## config.mk

```make
export PLATFORM = sky130hd
export DESIGN_NAME = vwad_queue
export DESIGN_NICKNAME = d
export VERILOG_FILES = /design/src/hdl/vector_window_average_decimator_defines.svh /design/src/hdl/vwad_pkg.sv /design/src/hdl/vwad_queue.sv
export SDC_FILE = /design/constraint.sdc
export NUM_CORES = 1
export LEC_CHECK = 0
export BUFFER_PORTS_ARGS = -buffer_cell sky130_fd_sc_hd__buf_2
export CAP_MARGIN = 15
export CORE_UTILIZATION = 57
export DETAILED_ROUTE_END_ITERATION = 8
export HOLD_SLACK_MARGIN = 0.05
export PLACE_DENSITY = 0.85
export SYNTH_ARGS = -nofsm -noshare
export SYNTH_HDL_FRONTEND = slang
export SYNTH_SLANG_ARGS = --single-unit
```

## constraint.sdc

```tcl
create_clock -name i_clk -period 4.76 [get_ports i_clk]
set_input_delay 0.952 -clock i_clk [delete_from_list [all_inputs] [get_ports i_clk]]
set_output_delay 0.952 -clock i_clk [all_outputs]
set_load 0.02 [all_outputs]
```

## src/hdl/vector_window_average_decimator_defines.svh

```systemverilog
// ----------------------------------------------------------------------------
// Vector window average decimator: assertion macros
// Shared concurrent assertion forms used at the end of the front and back end modules.
// ----------------------------------------------------------------------------
`ifndef VECTOR_WINDOW_AVERAGE_DECIMATOR_DEFINES_SVH
`define VECTOR_WINDOW_AVERAGE_DECIMATOR_DEFINES_SVH

// The consequent must hold in the same cycle as the antecedent.
`define VWAD_ASSERT_IMPLY(label, clk, rst_n, ante, cons, msg) \
    label: assert property (@(posedge clk) disable iff (!rst_n) (ante) |-> (cons)) \
        else $error(msg);

// The consequent must hold in the cycle after the antecedent.
`define VWAD_ASSERT_NEXT(label, clk, rst_n, ante, cons, msg) \
    label: assert property (@(posedge clk) disable iff (!rst_n) (ante) |=> (cons)) \
        else $error(msg);

`endif

```

## src/hdl/vwad_pkg.sv

```systemverilog
`timescale 1ns / 1ps
// ----------------------------------------------------------------------------
// Vector window average decimator package
// Widths, sizes and the command type passed from the front to the back end.
// ----------------------------------------------------------------------------
package vwad_pkg;

    localparam int MAX_ELEMENTS = 256;
    localparam int MAX_WINDOW   = 1024;

    localparam int IDX_W  = 8;
    localparam int VAL_W  = 32;
    localparam int TIME_W = 32;
    localparam int ACC_W  = 42;
    localparam int LEN_W  = 11;
    localparam int POS_W  = 10;

    // Both vectors share one sum memory, addressed by {vector_select, element_index}.
    localparam int MEM_DEPTH = 2 * MAX_ELEMENTS;
    localparam int ADDR_W    = $clog2(MEM_DEPTH);

    localparam int QUEUE_DEPTH = 4;
    localparam int QPTR_W      = $clog2(QUEUE_DEPTH);

    localparam int DIV_CNT_W = $clog2(ACC_W + 1);

    typedef struct packed {
        logic                    vector_select;
        logic [IDX_W-1:0]        element_index;
        logic signed [VAL_W-1:0] element_value;
        logic [ACC_W-1:0]        time_total;
        logic [LEN_W-1:0]        length;
        logic                    final_sample;
        logic                    end_of_sample;
    } t_cmd;

    typedef struct packed {
        logic empty;
        logic full;
    } t_q_stat;

    typedef struct packed {
        logic             start;
        logic [ACC_W-1:0] dividend_a;
        logic [ACC_W-1:0] dividend_b;
        logic [LEN_W-1:0] divisor;
    } t_div_req;

    typedef struct packed {
        logic             busy;
        logic             done;
        logic [ACC_W-1:0] quot_a;
        logic [ACC_W-1:0] quot_b;
    } t_div_rsp;

endpackage

```

## src/hdl/vwad_queue.sv

```systemverilog
`timescale 1ns / 1ps
// ----------------------------------------------------------------------------
// Command queue
// Short first-in first-out buffer between the front and back end.
// ----------------------------------------------------------------------------
module vwad_queue (
    input  logic              i_clk,
    input  logic              i_rst_n,
    input  logic              i_push,
    input  vwad_pkg::t_cmd    i_cmd,
    input  logic              i_pop,
    output vwad_pkg::t_cmd    o_head,
    output vwad_pkg::t_q_stat o_stat
);
    import vwad_pkg::*;

    t_cmd              r_entries [QUEUE_DEPTH];
    logic [QPTR_W-1:0] r_wr_ptr;
    logic [QPTR_W-1:0] r_rd_ptr;
    logic [QPTR_W:0]   r_count;

    always_ff @(posedge i_clk) begin
        if (!i_rst_n) begin
            r_wr_ptr <= '0;
            r_rd_ptr <= '0;
            r_count  <= '0;
        end else begin
            if (i_push) begin
                r_wr_ptr <= r_wr_ptr + 1'b1;
            end
            if (i_pop) begin
                r_rd_ptr <= r_rd_ptr + 1'b1;
            end
            if (i_push && !i_pop) begin
                r_count <= r_count + 1'b1;
            end else if (i_pop && !i_push) begin
                r_count <= r_count - 1'b1;
            end
        end
    end

    always_ff @(posedge i_clk) begin
        if (i_push) begin
            r_entries[r_wr_ptr] <= i_cmd;
        end
    end

    assign o_head       = r_entries[r_rd_ptr];
    assign o_stat.empty = (r_count == '0);
    assign o_stat.full  = (r_count == (QPTR_W+1)'(QUEUE_DEPTH));
endmodule

```

==> flow_summary.yaml <==
route:
  avgViaCountPerCell: 5.820
  first_pass_iters: 5
  routed-via-count: 6565
  wire_per_inst_microns: 23.91
  antenna_left: 0
  dr.first_iter.drc_count: 645
  route.detailed.drc: 0
  wirelength_mm: 26.98
die:
  ios: 198
  initial_core_util_pct: 58.47
  fp.dieW_microns: 160.4
  die_h_microns: 160.4
  die_area_sq_mm: 0.02573
  rows: 57
  core_area_sq_mm: 0.02446
critical_path:
  critPathMaxFanout: 72
  crit_path_end_kind: "output pin"
  path_cells: "buf_4 -> mux4_2 -> buf_2"
  required_ns: 3.81
  start_kind: "flip-flop"
  critPathKind: "flip-flop to output pin"
  slowest_stage: "dfxtp_4"
  arrival_ns: 2.64
  slowest_delay_ns: 1.05
final_layout:
  post_route_cells_drive_above_1_share_pct: 45.51
  nets: 878
  fillCellCount: 1442
  area_delta_synth_final_pct: 18.33
timing:
  skew_ns: 0.01008
  finalHoldViolations: 0
  tns_ns: 0
  finalSetupViolations: 0
  relSlewSlack_pct: 29.44
  tightest_slew_ns: 1.058
  maxSlewViolCount: 0
  period_minus_slack_ns: 3.588
  timing.final.ws_setup_ns: 1.172
  period_share_pct: 75.38
  grt_setup_unrepaired: "false"
  clock.fmax_mhz: 278.7
power_and_ir_drop:
  power.density_mw_per_mm2: 464.9
  fin_total_pwr_mw: 7.870
  p_leak_nw: 5.724
  irDropWorstVdd_uv: 363.6
placement:
  gp_congestion: 0.8668
  portBuffers: 197
  pre_cts_ws_ns: 1.698
  dpl.hpwl_mm: 15.94
logic_synthesis:
  synth_nets: 651
  synth.area.top_cells: "edfxtp_1 81%, mux4_2 15%, dfxtp_1 1.3%, ha_1 0.44%, buf_8 0.42%"
  ys.warnings.count: 0
  synth_ff_type: "edfxtp_1"
  ys_seq_area_share_pct: 81.88
  ys_seq_elements: 393
  synth_top_area_share_pct: 80.62
  syn_avg_cell_area_sq_um: 26.25
  synth_edf_count: 384
  synth_largest_area_cell: "edfxtp_1"
  netlist_instances: 545
  ys_types: 22
  syn_area_sq_mm: 0.01430
  async_flop_share_pct: 0
cts:
  clkLatencyLatePin_ns: 0.51
  cts_tree: "done"
  numCtsBuffers: 39
  cts_resized: 0
  clk_path_buf_depth: 3
  htreeDepth: 2
  holdBufCountCts: 0
  post_cts_buffers: 0
  path_clk_slew_ns: 0.06
  cts.sinks: 393
  cts_root_buffer: "clkbuf_16"
grt:
  grt_max_degree: 73
  grt_pass1_vias: 6924
  met1_usage_pct: 27.82
  overflow: 0
  grtUsageTotal_pct: 21.42
  grt_use_met2_pct: 35.87
  antenna_found_initial: 5
  grt_pass1_wl_mm: 40.74
  use_met3_pct: 6.147
  grt.busiest_layer: "met2"
flow_run:
  max_cap_viol_count: 0
status:
  status: "completed"
worst_hold_path:
  hp-class: "flip-flop to flip-flop"
[logic make-up after synthesis]
kind of cell / share of synthesized area, %
DFF: 81.88
muxes: 15.26
buffers and inverters: 1.260
and+or+nand+nor: 0.6385
adders and majority gates: 0.5773
xor gates and xnor gates: 0.3062
AOI/OAI and AO/OA: 0.08746
[placed cells by master, fill, tap and decap left out, types with 5 or more instances in the layout]
| cell | instances |
|---|---|
| clkinv_1 | 6 |
| ha_1 | 5 |
| bufinv_16 | 5 |
| edfxtp_1 | 384 |
| buf_2 | 197 |
| dfxtp_1 | 7 |
| buf_4 | 10 |
| clkbuf_1 | 10 |
| mux4_2 | 96 |
| clkbuf_16 | 40 |
| and2_1 | 5 |
| clkinv_2 | 7 |
[sequential cells by signal, indices dropped and copies added, names as in the netlist, named ones only]
signal     cells
r_entries    384
r_rd_ptr       2
r_count        3
r_wr_ptr       2
[worst paths after layout]
kind | startpoint | endpoint | slack [ns] | cells after the start
max | flip-flop | o_head[47] | 1.17 | 3
min | r_count[2]$_SDFFE_PN0P_ | r_count[2]$_SDFFE_PN0P_ | 0.56 | 2
max reg2reg | r_wr_ptr[1]$_SDFFE_PN0P_ | r_entries[1][30]$_DFFE_PP_ | 2.53 | 4
min reg2reg | r_count[2]$_SDFFE_PN0P_ | r_count[2]$_SDFFE_PN0P_ | 0.56 | 2
[per-layer routing]
metal	wire [microns]	up-vias
met5	30	-
met4	477	4
met3	2240	42
met2	13840	280
met1	10390	3433
li1	-	2806
[worst max-delay path, delay by kind of cell (launching register included)]
family | cells | cell delay, ns
DFF | 1 | 1.05
buffers and inverters | 2 | 0.66
muxes | 1 | 0.38
[synthesized netlist by cell type, types with 2 or more instances]
master,instances
and2_1,9
buf_2,11
buf_8,4
clkbuf_1,5
dfxtp_1,9
edfxtp_1,384
ha_1,5
inv_1,4
mux2i_1,2
mux4_2,96
nor2b_1,2
xnor2_1,2
xor2_1,3
[stage by stage]
step                      cells  hold slack, ns  cell area [sq um]  util, %
final                      1128          0.5595              16930    69.19
after global routing       1127          0.6034              16920    69.18
after CTS                  1126          0.5626              16920    69.17
after detailed placement   1055          0.5510              15640    63.95
after global placement     1055          0.4829              15640    63.95
after floorplan             545          0.4724              14300        -
[power by group]
| group | switching (mW) | internal (mW) |
|---|---|---|
| registers | 0.0690 | 3.98 |
| clock network | 1.21 | 1.82 |
| logic | 0.472 | 0.328 |
| total | 1.75 | 6.12 |
[area by class of cell]
cell class / count / area, sq um / share of cell area (%)
diodes: 2 / 5.005 / 0.02957
clock buffers: 50 / 1039 / 6.135
clock inverters: 21 / 240.2 / 1.419
inverters: 4 / 15.01 / 0.08871
multi-input cells: 126 / 2422 / 14.31
flip-flops and latches: 393 / 11720 / 69.23
well taps: 324 / 405.4 / 2.395
repair buffers: 208 / 1081 / 6.387
Note: power is estimated with default switching activity, not from simulation.
