$ cat config.mk
export PLATFORM = sky130hd
export DESIGN_NAME = vwad_front_flat
export DESIGN_NICKNAME = d
export VERILOG_FILES = /design/src/hdl/vwad_pkg.sv /design/src/hdl/vwad_in_if.sv /design/src/hdl/vwad_front.sv /design/src/flat_wrapper.sv
export VERILOG_INCLUDE_DIRS = /design/src /design/src/hdl
export SDC_FILE = /design/constraint.sdc
export NUM_CORES = 1
export LEC_CHECK = 0
export BUFFER_PORTS_ARGS = -buffer_cell sky130_fd_sc_hd__buf_2
export CELL_PAD_IN_SITES_DETAIL_PLACEMENT = 0
export CELL_PAD_IN_SITES_GLOBAL_PLACEMENT = 1
export CORE_MARGIN = 5
export CORE_UTILIZATION = 25
export CTS_CLUSTER_SIZE = 14
export DETAILED_ROUTE_END_ITERATION = 10
export HOLD_SLACK_MARGIN = 0.05
export PLACE_DENSITY = 0.66
export SETUP_SLACK_MARGIN = 0.3
export SKIP_LAST_GASP = 1
export SYNTH_ARGS = -nofsm -noshare
export SYNTH_HDL_FRONTEND = slang
export SYNTH_SLANG_ARGS = --single-unit
$ cat constraint.sdc
create_clock -name i_clk -period 8.4 [get_ports i_clk]
set_clock_uncertainty 0.1 [all_clocks]
set_input_delay 0.84 -clock i_clk [delete_from_list [all_inputs] [get_ports i_clk]]
set_output_delay 0.84 -clock i_clk [all_outputs]
set_load 0.005 [all_outputs]
$ cat src/hdl/vector_window_average_decimator_defines.svh
// ----------------------------------------------------------------------------
// Vector window average decimator: assertion macros
// Shared concurrent assertion forms used at the end of the front and back end modules.
// ----------------------------------------------------------------------------
`ifndef VECTOR_WINDOW_AVERAGE_DECIMATOR_DEFINES_SVH
`define VECTOR_WINDOW_AVERAGE_DECIMATOR_DEFINES_SVH

// The consequent must hold in the same cycle as the antecedent.
`define VWAD_ASSERT_IMPLY(label, clk, rst_n, ante, cons, msg) \
    label: assert property (@(posedge clk) disable iff (!rst_n) (ante) |-> (cons)) \
        else $error(msg);

// The consequent must hold in the cycle after the antecedent.
`define VWAD_ASSERT_NEXT(label, clk, rst_n, ante, cons, msg) \
    label: assert property (@(posedge clk) disable iff (!rst_n) (ante) |=> (cons)) \
        else $error(msg);

`endif

$ cat src/hdl/vwad_pkg.sv
`timescale 1ns / 1ps
// ----------------------------------------------------------------------------
// Vector window average decimator package
// Widths, sizes and the command type passed from the front to the back end.
// ----------------------------------------------------------------------------
package vwad_pkg;

    localparam int MAX_ELEMENTS = 256;
    localparam int MAX_WINDOW   = 1024;

    localparam int IDX_W  = 8;
    localparam int VAL_W  = 32;
    localparam int TIME_W = 32;
    localparam int ACC_W  = 42;
    localparam int LEN_W  = 11;
    localparam int POS_W  = 10;

    // Both vectors share one sum memory, addressed by {vector_select, element_index}.
    localparam int MEM_DEPTH = 2 * MAX_ELEMENTS;
    localparam int ADDR_W    = $clog2(MEM_DEPTH);

    localparam int QUEUE_DEPTH = 4;
    localparam int QPTR_W      = $clog2(QUEUE_DEPTH);

    localparam int DIV_CNT_W = $clog2(ACC_W + 1);

    typedef struct packed {
        logic                    vector_select;
        logic [IDX_W-1:0]        element_index;
        logic signed [VAL_W-1:0] element_value;
        logic [ACC_W-1:0]        time_total;
        logic [LEN_W-1:0]        length;
        logic                    final_sample;
        logic                    end_of_sample;
    } t_cmd;

    typedef struct packed {
        logic empty;
        logic full;
    } t_q_stat;

    typedef struct packed {
        logic             start;
        logic [ACC_W-1:0] dividend_a;
        logic [ACC_W-1:0] dividend_b;
        logic [LEN_W-1:0] divisor;
    } t_div_req;

    typedef struct packed {
        logic             busy;
        logic             done;
        logic [ACC_W-1:0] quot_a;
        logic [ACC_W-1:0] quot_b;
    } t_div_rsp;

endpackage

$ cat src/hdl/vwad_in_if.sv
`timescale 1ns / 1ps
// ----------------------------------------------------------------------------
// Input element channel
// Valid/ready channel carrying one vector element per transfer.
// ----------------------------------------------------------------------------
interface vwad_in_if;
    import vwad_pkg::*;

    logic                    valid;
    logic                    ready;
    logic                    vector_select;
    logic [IDX_W-1:0]        element_index;
    logic signed [VAL_W-1:0] element_value;
    logic [TIME_W-1:0]       sample_time;
    logic                    end_of_sample;

    modport source (
        output valid, vector_select, element_index, element_value, sample_time,
               end_of_sample,
        input  ready
    );

    modport sink (
        input  valid, vector_select, element_index, element_value, sample_time,
               end_of_sample,
        output ready
    );
endinterface

$ cat src/hdl/vwad_front.sv
`timescale 1ns / 1ps
// ----------------------------------------------------------------------------
// Front end
// Accepts elements, holds the window length, position and time sum, and
// classifies each element as part of a final sample or not.
// ----------------------------------------------------------------------------
`include "vector_window_average_decimator_defines.svh"

module vwad_front (
    input  logic                           i_clk,
    input  logic                           i_rst_n,
    vwad_in_if.sink                        i_in,
    input  logic                           i_cfg_wr_en,
    input  logic [vwad_pkg::LEN_W-1:0]     i_cfg_wr_data,
    input  vwad_pkg::t_q_stat              i_q_stat,
    input  logic                           i_clear_done,
    output logic                           o_push,
    output vwad_pkg::t_cmd                 o_cmd
);
    import vwad_pkg::*;

    logic [LEN_W-1:0] r_win_len;
    logic [POS_W-1:0] r_win_pos;
    logic [ACC_W-1:0] r_time_sum;
    logic [LEN_W-1:0] len_eff;
    logic [ACC_W-1:0] time_total;
    logic             final_sample;

    // A length of zero acts as one; anything above the maximum is clamped.
    always_comb begin
        if (r_win_len == '0) begin
            len_eff = LEN_W'(1);
        end else if (r_win_len > LEN_W'(MAX_WINDOW)) begin
            len_eff = LEN_W'(MAX_WINDOW);
        end else begin
            len_eff = r_win_len;
        end
    end

    assign final_sample = ({1'b0, r_win_pos} + LEN_W'(1)) >= len_eff;
    assign time_total   = r_time_sum + ACC_W'(i_in.sample_time);

    assign i_in.ready = !i_q_stat.full && i_clear_done;
    assign o_push     = i_in.valid && i_in.ready;

    assign o_cmd.vector_select = i_in.vector_select;
    assign o_cmd.element_index = i_in.element_index;
    assign o_cmd.element_value = i_in.element_value;
    assign o_cmd.time_total    = time_total;
    assign o_cmd.length        = len_eff;
    assign o_cmd.final_sample  = final_sample;
    assign o_cmd.end_of_sample = i_in.end_of_sample;

    always_ff @(posedge i_clk) begin
        if (!i_rst_n) begin
            r_win_len  <= LEN_W'(1);
            r_win_pos  <= '0;
            r_time_sum <= '0;
        end else begin
            if (i_cfg_wr_en) begin
                r_win_len <= i_cfg_wr_data;
            end
            if (o_push && i_in.end_of_sample) begin
                if (final_sample) begin
                    r_win_pos  <= '0;
                    r_time_sum <= '0;
                end else begin
                    r_win_pos  <= r_win_pos + 1'b1;
                    r_time_sum <= time_total;
                end
            end
        end
    end

    `VWAD_ASSERT_NEXT(a_window_restarts, i_clk, i_rst_n, o_push && i_in.end_of_sample && final_sample, (r_win_pos == '0) && (r_time_sum == '0), "window did not restart after its final sample")
    `VWAD_ASSERT_IMPLY(a_no_accept_in_clear, i_clk, i_rst_n, o_push, i_clear_done, "element taken during the memory clearing pass")
    `VWAD_ASSERT_IMPLY(a_push_needs_room, i_clk, i_rst_n, o_push, !i_q_stat.full, "element pushed into a full queue")
endmodule

$ cat src/flat_wrapper.sv
// flat-port wrapper written by rule: the top's interface ports become plain ports
module vwad_front_flat import vwad_pkg::*;
  (i_clk, i_rst_n, i_cfg_wr_en, i_cfg_wr_data, i_q_stat, i_clear_done, o_push, o_cmd, i_in_valid, i_in_vector_select, i_in_element_index, i_in_element_value, i_in_sample_time, i_in_end_of_sample, i_in_ready);
  vwad_in_if i_in_i ();
  input  logic i_clk;
  input  logic i_rst_n;
  input  logic i_cfg_wr_en;
  input  logic [vwad_pkg::LEN_W-1:0] i_cfg_wr_data;
  input  vwad_pkg::t_q_stat i_q_stat;
  input  logic i_clear_done;
  output logic o_push;
  output vwad_pkg::t_cmd o_cmd;
  input wire logic [$bits(i_in_i.valid)-1:0] i_in_valid;
  input wire logic [$bits(i_in_i.vector_select)-1:0] i_in_vector_select;
  input wire logic [$bits(i_in_i.element_index)-1:0] i_in_element_index;
  input wire logic [$bits(i_in_i.element_value)-1:0] i_in_element_value;
  input wire logic [$bits(i_in_i.sample_time)-1:0] i_in_sample_time;
  input wire logic [$bits(i_in_i.end_of_sample)-1:0] i_in_end_of_sample;
  output wire logic [$bits(i_in_i.ready)-1:0] i_in_ready;
  assign i_in_i.valid = i_in_valid;
  assign i_in_i.vector_select = i_in_vector_select;
  assign i_in_i.element_index = i_in_element_index;
  assign i_in_i.element_value = i_in_element_value;
  assign i_in_i.sample_time = i_in_sample_time;
  assign i_in_i.end_of_sample = i_in_end_of_sample;
  assign i_in_ready = i_in_i.ready;
  vwad_front u_core (.i_clk(i_clk), .i_rst_n(i_rst_n), .i_in(i_in_i), .i_cfg_wr_en(i_cfg_wr_en), .i_cfg_wr_data(i_cfg_wr_data), .i_q_stat(i_q_stat), .i_clear_done(i_clear_done), .o_push(o_push), .o_cmd(o_cmd));
endmodule
==> flow_summary_export.csv <==
group,metric,value,unit
power_and_ir_drop,total_power,0.888,mW
synth,synth_nets,779,
synth,synth_edf_count,0,
layout,syn_to_final_growth,15.3,%
placed_design,dp_hpwl,11.5,mm
synth,synth_seq_cells,63,
power_and_ir_drop,leakage,2.75,nW
layout,final_nets,826,
critical_path,critPathMaxFanout,12,
layout,antennaDiodeCount,0,
clocking,htree_levels,3,
sta,slew_viol_final,0,
power_and_ir_drop,power.density,152,nW/um^2
flow_run,drv_cap,0,
sta,setup_total_negative_slack,0,ns
layout,fin_area,5830,sq um
grt,grt.busiest_layer,"met2",
clocking,clockBufferDepth,2,
critical_path,worst_setup_path_end_kind,"primary output",
die,dieWidth,152,um
layout,layout_commonest_cell,"buf_2",
die,ios,190,
placed_design,placed_area,5500,sq um
die,initial_core_util,0.252,
critical_path,start_kind,"primary input",
synth,ys.flop_type,"dfxtp_1",
grt,grtUsageMet2,0.211,
grt,grtUsageMet3,0.0321,
synth,syn_inst,642,
sta,tightestPinTransition,1.07,ns
grt,grt_remaining_overflow,0,
placed_design,place_congestion,0.797,
clocking,cts_buffers,9,
placed_design,io_buffer_count,106,
synth,ys_warn_count,0,
min_path,min_path_type,"flop to flop",
clocking,numClockSinks,63,
die,coreArea,20000,sq um
grt,met1_usage,0.171,
grt,antenna_found_initial,0,
sta,period_share,0.549,
detailed_routing,drc_errors,0,
die,dieArea,23200,sq um
grt,grt_pass1_vias,4671,
synth,syn_area,5050,sq um
run_status,status,"complete, no violations",
synth,syn_avg_cell_area,7.87,sq um
clocking,post_cts_resized,0,
detailed_routing,vias,4621,
sta,hold_viol,0,
detailed_routing,routed_wl,15.2,mm
layout,final.fill_count,2258,
sta,slew_headroom,0.285,
synth,ys_types,63,
clocking,postCtsHoldBufs,0,
grt,grt_max_degree,47,
detailed_routing,viasPerCell,4.79,
detailed_routing,wire_per_inst,15.8,um
critical_path,required,7.46,ns
detailed_routing,ant_nets,0,
layout,finalNonFillerCells,964,
synth,synth-async-reset-ratio,0,
sta,fmax,217,MHz
placed_design,placedCellCount,948,
clocking,clk_latency,0.34,ns
die,row_count,52,
sta,setup_viol,0,
detailed_routing,drt_pre_antenna_iters,4,
clocking,cts_tree,"yes",
synth,yosysSeqAreaShare,0.250,
clocking,cts-root-buf,"clkbuf_16",
clocking,path_clk_slew,0.06,ns
sta,rsz0062_at_grt,"false",
layout,most-common-layout-cells,"buf_2, nand2_1, dfxtp_1, a21oi_1, ha_1",
critical_path,cp.arrival,3.67,ns
layout,layout-drive-gt1-share,0.200,
power_and_ir_drop,vdd_ir_drop_max,0.0846,mV
grt,grt_pass1_wl,24.8,mm
grt,grt_use_total,0.130,
sta,fin_crit,4.61,ns
clocking,post_cts_buffers,0,
die,dieHeight,152,um
detailed_routing,first_iter_violations,238,
critical_path,path_class,"primary input to primary output",
[stage by stage]
step / worst slack (ns) / hold slack [ns] / util
finish: 3.79 / 0.356 / 0.291
global route: 3.50 / 0.375 / 0.291
CTS: 3.77 / 0.359 / 0.291
detailed placement: 3.79 / 0.349 / 0.274
global placement: 3.79 / 0.344 / 0.274
floorplan: 4.27 / 0.336 / -
[worst max-delay path: stages]
cell	delay, ns
buf_2	0.12
ha_1	0.22
fa_1	0.41
a21oi_1	0.19
nand4b_1	0.15
and2_1	0.20
o21ai_1	0.18
a21oi_1	0.37
o31ai_1	0.19
a41oi_1	0.24
buf_4	0.22
nor2_1	0.07
xor2_1	0.13
buf_2	0.14
[final timing paths]
check | from | slack (ns) | cells past startpoint | endpoint
worst min register to register | u_core.r_time_sum[0]$_SDFFE_PN0P_ | 0.36 | 2 | u_core.r_time_sum[0]$_SDFFE_PN0P_
worst max-delay path | i_in_sample_time[0] | 3.79 | 14 | o_cmd[53]
worst max register to register | u_core.r_win_pos[0]$_SDFFE_PN0P_ | 4.30 | 16 | u_core.r_time_sum[33]$_SDFFE_PN0P_
worst min-delay path | u_core.r_time_sum[0]$_SDFFE_PN0P_ | 0.36 | 2 | u_core.r_time_sum[0]$_SDFFE_PN0P_
[kinds of logic (layout without fill, tap and decap cells)]
logic type | after synthesis | count (layout) | share of synthesized area
simple gates | 209 | 209 | 0.198
compound gates | 172 | 172 | 0.225
flops | 63 | 63 | 0.250
mux | 12 | 12 | 0.0238
buf+inv | 93 | 145 | 0.107
fa+ha+maj | 45 | 45 | 0.113
xor+xnor | 48 | 48 | 0.0832
[final cells by class]
| type | count | area [sq um] | share of cell area |
|---|---|---|---|
| clock buffers | 9 | 225 | 0.0387 |
| clock inverters | 7 | 105 | 0.0180 |
| inverters | 17 | 63.8 | 0.0110 |
| multi-input cells | 486 | 3260 | 0.559 |
| flip-flops and latches | 63 | 1260 | 0.216 |
| well taps | 270 | 338 | 0.0580 |
| repair buffers | 112 | 576 | 0.0988 |
[synth_stat cells (3+ instances only)]
library cell	instances	area share
a211o_1	4	0.0069
a21o_1	18	0.027
a21oi_1	63	0.062
a22o_1	14	0.024
a22oi_1	5	0.0074
a31oi_1	5	0.0062
and2_1	4	0.0050
and3_1	13	0.016
buf_1	3	0.0022
buf_2	7	0.0069
buf_4	47	0.070
clkbuf_1	18	0.013
dfxtp_1	63	0.25
ha_1	44	0.11
inv_1	14	0.010
mux2i_1	12	0.024
nand2_1	68	0.051
nand2b_1	3	0.0037
nand3_1	32	0.032
nand3b_1	7	0.010
nand4_1	9	0.011
nor2_1	42	0.031
nor2b_1	6	0.0074
nor3_1	9	0.0089
nor4_1	4	0.0050
o21a_1	5	0.0074
o21ai_0	19	0.019
o21ai_1	5	0.0050
o21bai_1	6	0.0089
o31a_1	3	0.0052
or3_1	5	0.0062
xnor2_1	24	0.042
xor2_1	24	0.042
[state kept, by name, summed over array words and instances, names as in the netlist]
register,count
u_core.r_time_sum,42
u_core.r_win_len,11
u_core.r_win_pos,10
[power by group]
part	internal [mW]	switching (mW)
clock network	0.264	0.162
registers	0.306	0.00478
logic	0.0602	0.0916
total	0.630	0.258
[per-layer routing]
layer	vias to the layer above	share of wire
met5	-	0
met4	0	0.015
met3	19	0.049
met2	89	0.46
met1	2164	0.48
li1	2349	-
No activity file was read; power rests on OpenSTA's default activity.
